**src/hdl/teq_pkg.sv**
```systemverilog
// Shared types, codes and default sizes for the timed event queue.
// Used by teq_ctrl, teq_dpath and timed_event_queue; depends on nothing.
package teq_pkg;

  localparam int DEPTH_DEF     = 16;
  localparam int TIME_BITS_DEF = 32;
  localparam int ID_BITS_DEF   = 8;
  localparam int OP_BITS       = 2;
  localparam int KIND_BITS     = 3;

  // operation carried in the input tuser
  typedef enum logic [OP_BITS-1:0] {
    OP_TICK   = 2'd0,
    OP_SCHED  = 2'd1,
    OP_CANCEL = 2'd2
  } op_t;

  // result kind carried in the output tuser
  typedef enum logic [KIND_BITS-1:0] {
    KIND_FIRED  = 3'd0,
    KIND_IDLE   = 3'd1,
    KIND_SCHED  = 3'd2,
    KIND_FULL   = 3'd3,
    KIND_CANCEL = 3'd4
  } kind_t;

  typedef enum logic [2:0] {
    ST_IDLE,
    ST_TICK,
    ST_SCHED,
    ST_INSERT,
    ST_SCAN,
    ST_CANCEL,
    ST_NOP
  } state_t;

  // commands from the controller to the datapath
  typedef struct packed {
    logic  load;
    logic  calc;
    logic  insert;
    logic  pop;
    logic  scan_step;
    logic  emit;
    kind_t kind;
    logic  last;
  } cmd_t;

  // status from the datapath to the controller
  typedef struct packed {
    logic due0;
    logic due1;
    logic full;
    logic scan_done;
    logic out_free;
  } sts_t;

endpackage

```
**src/hdl/timed_event_queue.sv**
```systemverilog
// Top level of the timed event queue: stream ports, packing, assertions.
// Depends on teq_pkg, teq_ctrl and teq_dpath.
//
//  channel  | direction | tuser          | tdata (lowest bit up)
//  ---------+-----------+----------------+------------------------------------------
//  in_      | slave     | op             | time_now, delay, receiver_id, action_id
//  out_     | master    | kind           | fired_receiver, fired_action, removed_count
//
// Steps: a tick is accepted, then gives one result per fired event (one idle
// result when nothing is due); a schedule is accepted, adds the deadline and
// inserts, or reports full when the queue is full; a cancel is accepted, rotates the slot chain one slot
// a cycle past each stored event, then reports. An unused op gives an idle result.
// Reset: rst_n low, synchronous, empties the queue and drops any pending item.
// Stalls: a result waits in the output register; the next input item is taken
// while it waits, and the controller holds before loading a further result.
module timed_event_queue #(
  parameter int DEPTH     = teq_pkg::DEPTH_DEF,
  parameter int TIME_BITS = teq_pkg::TIME_BITS_DEF,
  parameter int ID_BITS   = teq_pkg::ID_BITS_DEF,
  localparam int CNT_W    = $clog2(DEPTH + 1),
  localparam int IN_W     = 2 * TIME_BITS + 2 * ID_BITS,
  localparam int IN_TW    = ((IN_W + 7) / 8) * 8,
  localparam int OUT_W    = 2 * ID_BITS + CNT_W,
  localparam int OUT_TW   = ((OUT_W + 7) / 8) * 8
) (
  input  logic                          clk,
  input  logic                          rst_n,
  input  logic                          in_tvalid,
  output logic                          in_tready,
  // time_now, delay, receiver_id, action_id
  input  logic [IN_TW-1:0]              in_tdata,
  // op
  input  logic [teq_pkg::OP_BITS-1:0]   in_tuser,
  output logic                          out_tvalid,
  input  logic                          out_tready,
  // fired_receiver, fired_action, removed_count
  output logic [OUT_TW-1:0]             out_tdata,
  // kind
  output logic [teq_pkg::KIND_BITS-1:0] out_tuser,
  output logic                          out_tlast
);

  teq_pkg::cmd_t  cmd;
  teq_pkg::sts_t  sts;
  teq_pkg::kind_t out_kind;
  logic [ID_BITS-1:0] out_receiver, out_action;
  logic [CNT_W-1:0]   out_count, entry_count;

  // accept only from the idle state; the datapath latches the item on acceptance
  teq_ctrl u_ctrl (
    .clk      (clk),
    .rst_n    (rst_n),
    .in_valid (in_tvalid),
    .in_op    (in_tuser),
    .in_ready (in_tready),
    .sts      (sts),
    .cmd      (cmd)
  );

  teq_dpath #(
    .DEPTH     (DEPTH),
    .TIME_BITS (TIME_BITS),
    .ID_BITS   (ID_BITS)
  ) u_dpath (
    .clk            (clk),
    .rst_n          (rst_n),
    .in_time_now    (in_tdata[TIME_BITS-1:0]),
    .in_delay       (in_tdata[2*TIME_BITS-1:TIME_BITS]),
    .in_receiver_id (in_tdata[2*TIME_BITS+ID_BITS-1:2*TIME_BITS]),
    .in_action_id   (in_tdata[2*TIME_BITS+2*ID_BITS-1:2*TIME_BITS+ID_BITS]),
    .cmd            (cmd),
    .sts            (sts),
    .out_ready      (out_tready),
    .out_valid      (out_tvalid),
    .out_kind       (out_kind),
    .out_receiver   (out_receiver),
    .out_action     (out_action),
    .out_count      (out_count),
    .out_last       (out_tlast),
    .entry_count    (entry_count)
  );

  // pack the result, zero fill to whole bytes
  assign out_tdata = OUT_TW'({out_count, out_action, out_receiver});
  assign out_tuser = out_kind;

  // the fill level stays within the slot count
  a_count_range: assert property (@(posedge clk) disable iff (!rst_n)
    entry_count <= CNT_W'(DEPTH))
    else $error("entry count above depth");

  // the fill level moves by at most one slot per cycle
  a_count_step: assert property (@(posedge clk) disable iff (!rst_n)
    $past(rst_n) |-> (entry_count == $past(entry_count) ||
                      entry_count == $past(entry_count) + CNT_W'(1) ||
                      entry_count + CNT_W'(1) == $past(entry_count)))
    else $error("entry count jumped");

  // one item at a time: an accepted item takes the controller out of idle
  a_one_item: assert property (@(posedge clk) disable iff (!rst_n)
    (in_tvalid && in_tready) |=> !in_tready)
    else $error("second item taken while busy");

  // a result is only loaded into a free output register
  a_no_overwrite: assert property (@(posedge clk) disable iff (!rst_n)
    cmd.emit |-> (!out_tvalid || out_tready))
    else $error("result overwritten while stalled");

endmodule

```
**src/hdl/teq_ctrl.sv**
```systemverilog
// Controller state machine of the timed event queue.
// Depends on teq_pkg; drives teq_dpath through cmd_t and reads sts_t.
module teq_ctrl (
  input  logic                        clk,
  input  logic                        rst_n,
  input  logic                        in_valid,
  input  logic [teq_pkg::OP_BITS-1:0] in_op,
  output logic                        in_ready,
  input  teq_pkg::sts_t               sts,
  output teq_pkg::cmd_t               cmd
);

  teq_pkg::state_t state_r, state_nxt;

  always_ff @(posedge clk) begin
    if (!rst_n) begin
      state_r <= teq_pkg::ST_IDLE;
    end else begin
      state_r <= state_nxt;
    end
  end

  // next state
  always_comb begin
    state_nxt = state_r;
    case (state_r)
      teq_pkg::ST_IDLE: begin
        if (in_valid) begin
          case (teq_pkg::op_t'(in_op))
            teq_pkg::OP_TICK:   state_nxt = teq_pkg::ST_TICK;
            teq_pkg::OP_SCHED:  state_nxt = teq_pkg::ST_SCHED;
            teq_pkg::OP_CANCEL: state_nxt = teq_pkg::ST_SCAN;
            default:            state_nxt = teq_pkg::ST_NOP;
          endcase
        end
      end
      teq_pkg::ST_TICK: begin
        if (sts.out_free && !(sts.due0 && sts.due1)) state_nxt = teq_pkg::ST_IDLE;
      end
      teq_pkg::ST_SCHED: begin
        if (!sts.full) state_nxt = teq_pkg::ST_INSERT;
        else if (sts.out_free) state_nxt = teq_pkg::ST_IDLE;
      end
      teq_pkg::ST_INSERT: begin
        if (sts.out_free) state_nxt = teq_pkg::ST_IDLE;
      end
      teq_pkg::ST_SCAN: begin
        if (sts.scan_done) state_nxt = teq_pkg::ST_CANCEL;
      end
      teq_pkg::ST_CANCEL, teq_pkg::ST_NOP: begin
        if (sts.out_free) state_nxt = teq_pkg::ST_IDLE;
      end
      default: state_nxt = teq_pkg::ST_IDLE;
    endcase
  end

  // outputs
  always_comb begin
    in_ready      = 1'b0;
    cmd           = '0;
    cmd.kind      = teq_pkg::KIND_IDLE;
    cmd.last      = 1'b1;
    case (state_r)
      teq_pkg::ST_IDLE: begin
        in_ready = 1'b1;
        cmd.load = in_valid;
      end
      teq_pkg::ST_TICK: begin
        cmd.emit = sts.out_free;
        cmd.pop  = sts.out_free && sts.due0;
        cmd.kind = sts.due0 ? teq_pkg::KIND_FIRED : teq_pkg::KIND_IDLE;
        cmd.last = !(sts.due0 && sts.due1);
      end
      teq_pkg::ST_SCHED: begin
        cmd.calc = !sts.full;
        cmd.emit = sts.full && sts.out_free;
        cmd.kind = teq_pkg::KIND_FULL;
      end
      teq_pkg::ST_INSERT: begin
        cmd.emit   = sts.out_free;
        cmd.insert = sts.out_free;
        cmd.kind   = teq_pkg::KIND_SCHED;
      end
      teq_pkg::ST_SCAN: begin
        cmd.scan_step = !sts.scan_done;
      end
      teq_pkg::ST_CANCEL: begin
        cmd.emit = sts.out_free;
        cmd.kind = teq_pkg::KIND_CANCEL;
      end
      teq_pkg::ST_NOP: begin
        cmd.emit = sts.out_free;
      end
      default: begin
        cmd.emit = 1'b0;
      end
    endcase
  end

endmodule

```
**src/hdl/teq_dpath.sv**
```systemverilog
// Datapath of the timed event queue: sorted slot chain, deadline adder,
// cancel scan counters and the result register. Depends on teq_pkg.
module teq_dpath #(
  parameter int DEPTH     = teq_pkg::DEPTH_DEF,
  parameter int TIME_BITS = teq_pkg::TIME_BITS_DEF,
  parameter int ID_BITS   = teq_pkg::ID_BITS_DEF,
  localparam int CNT_W    = $clog2(DEPTH + 1)
) (
  input  logic                  clk,
  input  logic                  rst_n,
  input  logic [TIME_BITS-1:0]  in_time_now,
  input  logic [TIME_BITS-1:0]  in_delay,
  input  logic [ID_BITS-1:0]    in_receiver_id,
  input  logic [ID_BITS-1:0]    in_action_id,
  input  teq_pkg::cmd_t         cmd,
  output teq_pkg::sts_t         sts,
  input  logic                  out_ready,
  output logic                  out_valid,
  output teq_pkg::kind_t        out_kind,
  output logic [ID_BITS-1:0]    out_receiver,
  output logic [ID_BITS-1:0]    out_action,
  output logic [CNT_W-1:0]      out_count,
  output logic                  out_last,
  output logic [CNT_W-1:0]      entry_count
);

  // latched input item
  logic [TIME_BITS-1:0] now_r, dly_r, new_dl_r;
  logic [ID_BITS-1:0]   rcv_r, act_r;

  // slot chain, kept sorted by deadline from slot 0
  logic [TIME_BITS-1:0] dl_r  [DEPTH];
  logic [ID_BITS-1:0]   rid_r [DEPTH];
  logic [ID_BITS-1:0]   aid_r [DEPTH];
  logic [TIME_BITS-1:0] dl_nxt  [DEPTH];
  logic [ID_BITS-1:0]   rid_nxt [DEPTH];
  logic [ID_BITS-1:0]   aid_nxt [DEPTH];
  logic [TIME_BITS-1:0] dl_up  [DEPTH];
  logic [ID_BITS-1:0]   rid_up [DEPTH];
  logic [ID_BITS-1:0]   aid_up [DEPTH];

  logic [CNT_W-1:0] count_r, count_nxt;
  logic [CNT_W-1:0] remain_r, removed_r;
  logic [DEPTH-1:0] used, le_new, is_tail;
  logic             keep_head;
  logic [TIME_BITS:0] sum;

  logic                 out_valid_r;
  teq_pkg::kind_t       out_kind_r;
  logic [ID_BITS-1:0]   out_rcv_r, out_act_r;
  logic [CNT_W-1:0]     out_cnt_r;
  logic                 out_last_r;

  // neighbour above each slot; the top slot holds itself
  for (genvar g = 0; g < DEPTH; g++) begin : g_up
    if (g < DEPTH - 1) begin : g_mid
      assign dl_up[g]  = dl_r[g+1];
      assign rid_up[g] = rid_r[g+1];
      assign aid_up[g] = aid_r[g+1];
    end else begin : g_top
      assign dl_up[g]  = dl_r[g];
      assign rid_up[g] = rid_r[g];
      assign aid_up[g] = aid_r[g];
    end
  end

  always_comb begin
    for (int i = 0; i < DEPTH; i++) begin
      used[i]    = CNT_W'(i) < count_r;
      le_new[i]  = used[i] && (dl_r[i] <= new_dl_r);
      is_tail[i] = CNT_W'(i) == (count_r - CNT_W'(1));
    end
  end

  assign keep_head = rcv_r != rid_r[0];
  assign sum       = {1'b0, now_r} + {1'b0, dly_r};

  // next slot contents
  always_comb begin
    for (int i = 0; i < DEPTH; i++) begin
      dl_nxt[i]  = dl_r[i];
      rid_nxt[i] = rid_r[i];
      aid_nxt[i] = aid_r[i];
      if (cmd.insert) begin
        if (!le_new[i]) begin
          if (i == 0 || le_new[(i == 0) ? 0 : i-1]) begin
            dl_nxt[i]  = new_dl_r;
            rid_nxt[i] = rcv_r;
            aid_nxt[i] = act_r;
          end else begin
            dl_nxt[i]  = dl_r[(i == 0) ? 0 : i-1];
            rid_nxt[i] = rid_r[(i == 0) ? 0 : i-1];
            aid_nxt[i] = aid_r[(i == 0) ? 0 : i-1];
          end
        end
      end else if (cmd.pop || cmd.scan_step) begin
        // shift down; a scanned head that stays rotates to the tail
        if (cmd.scan_step && keep_head && is_tail[i]) begin
          dl_nxt[i]  = dl_r[0];
          rid_nxt[i] = rid_r[0];
          aid_nxt[i] = aid_r[0];
        end else begin
          dl_nxt[i]  = dl_up[i];
          rid_nxt[i] = rid_up[i];
          aid_nxt[i] = aid_up[i];
        end
      end
    end
  end

  always_comb begin
    count_nxt = count_r;
    if (cmd.insert) count_nxt = count_r + CNT_W'(1);
    else if (cmd.pop || (cmd.scan_step && !keep_head)) count_nxt = count_r - CNT_W'(1);
  end

  always_ff @(posedge clk) begin
    for (int i = 0; i < DEPTH; i++) begin
      dl_r[i]  <= dl_nxt[i];
      rid_r[i] <= rid_nxt[i];
      aid_r[i] <= aid_nxt[i];
    end
    if (cmd.load) begin
      now_r <= in_time_now;
      dly_r <= in_delay;
      rcv_r <= in_receiver_id;
      act_r <= in_action_id;
    end
    // saturate the deadline on carry out
    if (cmd.calc) new_dl_r <= sum[TIME_BITS] ? '1 : sum[TIME_BITS-1:0];
  end

  always_ff @(posedge clk) begin
    if (!rst_n) begin
      count_r   <= '0;
      remain_r  <= '0;
      removed_r <= '0;
    end else begin
      count_r <= count_nxt;
      if (cmd.load) begin
        remain_r  <= count_r;
        removed_r <= '0;
      end else if (cmd.scan_step) begin
        remain_r <= remain_r - CNT_W'(1);
        if (!keep_head) removed_r <= removed_r + CNT_W'(1);
      end
    end
  end

  // result register
  always_ff @(posedge clk) begin
    if (!rst_n) begin
      out_valid_r <= 1'b0;
    end else if (cmd.emit) begin
      out_valid_r <= 1'b1;
    end else if (out_ready) begin
      out_valid_r <= 1'b0;
    end
  end

  always_ff @(posedge clk) begin
    if (cmd.emit) begin
      out_kind_r <= cmd.kind;
      out_last_r <= cmd.last;
      out_rcv_r  <= (cmd.kind == teq_pkg::KIND_FIRED) ? rid_r[0] : '0;
      out_act_r  <= (cmd.kind == teq_pkg::KIND_FIRED) ? aid_r[0] : '0;
      out_cnt_r  <= (cmd.kind == teq_pkg::KIND_CANCEL) ? removed_r : '0;
    end
  end

  assign sts.due0      = used[0] && (dl_r[0] <= now_r);
  assign sts.due1      = used[1] && (dl_r[1] <= now_r);
  assign sts.full      = count_r == CNT_W'(DEPTH);
  assign sts.scan_done = remain_r == '0;
  assign sts.out_free  = !out_valid_r || out_ready;

  assign out_valid    = out_valid_r;
  assign out_kind     = out_kind_r;
  assign out_receiver = out_rcv_r;
  assign out_action   = out_act_r;
  assign out_count    = out_cnt_r;
  assign out_last     = out_last_r;
  assign entry_count  = count_r;

endmodule
```
**config.mk**
```make
export PLATFORM = sky130hd
export DESIGN_NAME = timed_event_queue
export DESIGN_NICKNAME = d
export VERILOG_FILES = /design/src/hdl/teq_pkg.sv /design/src/hdl/timed_event_queue.sv /design/src/hdl/teq_ctrl.sv /design/src/hdl/teq_dpath.sv
export SDC_FILE = /design/constraint.sdc
export NUM_CORES = 2
export LEC_CHECK = 0
export BUFFER_PORTS_ARGS = -buffer_cell sky130_fd_sc_hd__buf_2
export CORE_MARGIN = 2
export CORE_UTILIZATION = 49
export DETAILED_ROUTE_END_ITERATION = 16
export MAX_ROUTING_LAYER = met4
export PLACE_DENSITY = 0.7
export SLEW_MARGIN = 20
export SYNTH_ARGS = -nofsm -noshare
export SYNTH_HDL_FRONTEND = slang
export SYNTH_SLANG_ARGS = --single-unit
```
**constraint.sdc**
```tcl
create_clock -name clk -period 10.3 [get_ports clk]
set_input_delay 1.03 -clock clk [delete_from_list [all_inputs] [get_ports clk]]
set_output_delay 1.03 -clock clk [all_outputs]
set_load 0.05 [all_outputs]
```
==> results_tabular.tex <==
\begin{tabular}{lr}
\hline
Metric & Value \\
\hline
\multicolumn{2}{l}{\textbf{Clock tree}} \\
CTS buffer count & 105 \\
Clock insertion delay at the later pin of the skew report & 0.78 ns \\
Clock Tree Root & clkbuf\_16 \\
Post-cts repair resize count & 0 \\
H-Tree Depth & 3 \\
Maximum number of buffers from clock root to sink & 3 \\
Post-CTS repair timing setup buffer count & 0 \\
CTS Hold Bufs & 0 \\
Clk sink count & 924 \\
CTS clk-pin slew, worst paths & 0.06 ns \\
Clock tree from TritonCTS & yes \\
\multicolumn{2}{l}{\textbf{Placement}} \\
Buffers added on ports & 112 \\
Final Wtd Congestion & 1.03 \\
Half-perimeter wire length after placement & 166000 µm \\
\multicolumn{2}{l}{\textbf{Critical path}} \\
Critical Path Start & u\_dpath.dl\_r[0][21] \\
Type of destination of the critical path & flip-flop \\
Source of the worst register-to-register timing path & u\_dpath.dl\_r[0][21] \\
Critical path required time & 10.77 ns \\
Worst flop-to-flop path endpoint & u\_dpath.rid\_r[1][32] \\
Crit Path Max Fanout & 30 \\
Crit path launch type & flip-flop \\
FF-to-FF path depth & 10 \\
Critical path capture point & u\_dpath.rid\_r[1][32] \\
Type of the worst setup path & reg2reg \\
Worst R2R Setup Slack & 3.92 ns \\
Arrival time at the worst endpoint & 6.85 ns \\
\multicolumn{2}{l}{\textbf{GRT}} \\
Overflow after GRT & 0 \\
Antenna violations before repair & 8 \\
Met1 usage & 48.9\% \\
Via count of the first global-routing pass & 53.8k \\
Routing layer with the top usage in global route & met2 \\
Maximum number of pins on one net before global-route repair & 217 \\
Gr usage total & 36.3\% \\
Global routing usage on met2 & 50.3\% \\
Met3 demand-to-capacity share in global routing & 8.22\% \\
Global-route wire length before repair & 367000 µm \\
\multicolumn{2}{l}{\textbf{Timing}} \\
Final critical path time including I/O delays and setup & 6.38 ns \\
Unrepaired setup endpoints after global routing & false \\
Worst relative slew slack & 15.9\% \\
Final-report max-slew violation count & 0 \\
Final Cycle Share & 61.9\% \\
Total negative slack for setup checks & 0 ns \\
Count of endpoints failing hold in the final timing report & 0 \\
Worst-case clock skew & 0.0562 ns \\
Peak Freq & 157 MHz \\
Slew at the pin closest to its max-slew limit & 1.26 ns \\
Finish-stage setup viols & 0 \\
\multicolumn{2}{l}{\textbf{Floorplanning}} \\
Vert. Die Dim & 373 µm \\
Starting utilization of the core area & 49.3\% \\
Number of top-level pins & 116 \\
Floorplan Core Area & 135000 µm² \\
Total Die Area & 139000 µm² \\
Cell Rows & 135 \\
X dimension of the die & 373 µm \\
\multicolumn{2}{l}{\textbf{Route}} \\
Detailed Routing Iterations Pass 1 & 6 \\
Routed Wire Length & 254000 µm \\
Number of remaining DRC errors & 0 \\
Number of nets still failing antenna checks after routing & 0 \\
Iter 0 DRT Violations & 8659 \\
Routed wire length per instance & 30.9 µm \\
Vias per cell & 7.02 \\
Vias post-DR & 57.6k \\
\multicolumn{2}{l}{\textbf{Logic synthesis}} \\
Number of standard cells after synthesis & 6552 \\
Sequential element share of the synthesized area & 41.3\% \\
Yosys top cell area share & 40.7\% \\
Mean cell area of the mapped netlist & 10.2 µm² \\
Area of the mapped netlist & 66800 µm² \\
Most frequently used flop master after synthesis & edfxtp\_1 \\
Yosys warnings & 0 \\
FF+latch count, synth & 924 \\
Synth cell types & 88 \\
Largest area contributor in the netlist & edfxtp\_1 \\
Fraction of registers with async set/reset & 0\% \\
Top post-synthesis cells by area & edfxtp\_1, ha\_1, mux2i\_1 \\
Number of flops mapped to enable cells by yosys & 905 \\
\multicolumn{2}{l}{\textbf{Power}} \\
Final Power & 17100 µW \\
Leak Pwr & 0.0274 µW \\
Peak ir drop on the vdd network & 0.000220 V \\
P per Cell Area & 238 nW/µm² \\
\multicolumn{2}{l}{\textbf{Worst hold path}} \\
Classification of the worst-slack hold path & in2reg \\
Instance count along the most critical hold path & 1 \\
\multicolumn{2}{l}{\textbf{Outcome}} \\
Result of the run & finished clean \\
\multicolumn{2}{l}{\textbf{Cells and area}} \\
Post-synthesis to final-layout area growth & 7.73\% \\
Final nets & 7039 \\
Most frequent cells in the layout & edfxtp\_1, ha\_1, a21oi\_1, a211oi\_1, mux2i\_1 \\
Most frequent standard cell in the layout excluding fill and tap cells & edfxtp\_1 \\
Proportion of layout cells with a drive suffix above 1 & 9.90\% \\
Fill cell instance count of the final layout & 11.7k \\
\multicolumn{2}{l}{\textbf{Run}} \\
Number of max-cap violations & 0 \\
\hline
\end{tabular}
==> per-stage QoR <==
stage / hold WS, ns / setup WS, ns / std cells / instance area (µm²) / util [%]
after global routing: 0.427 / 3.91 / 8210 / 71900 / 53.2
after CTS: 0.405 / 4.25 / 8202 / 71900 / 53.1
after floorplan: 0.471 / 3.55 / 6554 / 66800 / -
final: 0.439 / 3.92 / 8210 / 71900 / 53.2
after detailed placement: 0.503 / 4.24 / 8007 / 68400 / 50.6
after global placement: 0.487 / 4.22 / 8007 / 68400 / 50.6
==> state kept, by name (all words and copies together) (netlist names) <==
| name | count |
|---|---|
| u_dpath.dl_r | 512 |
| u_dpath.out_valid | 1 |
| u_ctrl.state_r | 3 |
| u_dpath.out_last | 1 |
| u_dpath.rid_r | 128 |
| u_dpath.act_r | 8 |
| u_dpath.new_dl_r | 32 |
| u_dpath.removed_r | 5 |
| u_dpath.out_action | 8 |
| u_dpath.entry_count | 5 |
| u_dpath.remain_r | 5 |
| u_dpath.now_r | 32 |
| u_dpath.rcv_r | 8 |
| u_dpath.out_count | 5 |
| u_dpath.out_kind | 3 |
| u_dpath.aid_r | 128 |
| u_dpath.dly_r | 32 |
| u_dpath.out_receiver | 8 |
==> logic make-up (layout without fill, tap and decap cells) <==
family,count (synthesis),in the layout,share of synthesized area (%)
adders and majority gates,618,618,11.6
other,1,9,0.00562
DFF,924,924,41.3
and+or+nand+nor,1665,1665,12.7
AOI/OAI and AO/OA,1973,1973,19.7
muxes,630,630,9.63
xor gates and xnor gates,41,41,0.538
buffers and inverters,700,569,4.47
==> metal layers <==
layer	up-vias	share of wire, %	wire length [µm]
met5	-	0	0
met4	0	6.4	16200
met3	725	13	32700
met2	4232	41	104000
met1	28000	40	101000
li1	24700	-	-
==> cell usage after synthesis (10+ instances only) <==
library cell / number
a2111oi_0: 13
a211oi_1: 596
a21o_1: 129
a21oi_1: 605
a221oi_1: 14
a22o_1: 50
a31oi_1: 13
and2_1: 31
and3_1: 17
and4_1: 15
buf_1: 15
buf_2: 132
buf_4: 24
buf_6: 13
clkbuf_1: 358
dfxtp_1: 19
edfxtp_1: 905
ha_1: 617
inv_1: 156
mux2_2: 90
mux2i_1: 533
nand2_1: 331
nand2b_1: 17
nand3_1: 53
nand4_1: 126
nor2_1: 327
nor2b_1: 458
nor3_1: 226
nor4_1: 11
o211ai_1: 36
o21a_1: 30
o21ai_0: 239
o21ai_1: 10
o21bai_1: 10
o221a_2: 95
o22ai_1: 58
o31ai_1: 11
or3_1: 20
xnor2_1: 24
xor2_1: 17
==> report_power, final <==
| group | internal (µW) | switching, µW | total, µW |
|---|---|---|---|
| Combinational | 2310 | 4480 | 6790 |
| Sequential | 5450 | 1010 | 6460 |
| Clock | 2130 | 1730 | 3860 |
| Total | 9890 | 7220 | 17100 |
==> critical path, stage by stage (launching register included) <==
cell,delay (ns)
edfxtp_1,0.69
ha_1,0.44
nand4_1,0.30
nor4_1,0.94
a21bo_2,0.30
a31oi_1,0.16
a21oi_1,0.17
and4_1,0.65
a21oi_4,1.04
nand3_4,0.83
buf_4,0.56
==> cell type report <==
type                            instances  area (µm²)  share of cell area, %
Sequential cell                       924       27600                   38.3
Clock inverter                         62         647                  0.899
Clock buffer                          133        2790                   3.87
Tap cell                             1781        2230                   3.10
Timing Repair Buffer                  218        1400                   1.95
Antenna cell                            6        15.0                 0.0209
Inverter                              156         588                  0.818
Multi-Input combinational cell       4930       36700                   51.0
==> how the worst min path moves through the flow <==
stage / slack (ns) / start / endpoint
detailed placement: 0.50 / u_dpath.remain_r[3] / u_dpath.remain_r[3]
global placement: 0.49 / u_dpath.remain_r[3] / u_dpath.remain_r[3]
floorplan: 0.47 / u_dpath.removed_r[4] / u_dpath.removed_r[4]
global route: 0.43 / in_tdata[64] / u_dpath.rcv_r[0]
finish: 0.44 / in_tdata[71] / u_dpath.rcv_r[7]
CTS: 0.41 / in_tdata[71] / u_dpath.rcv_r[7]
Power figures use the tool's default switching activity.
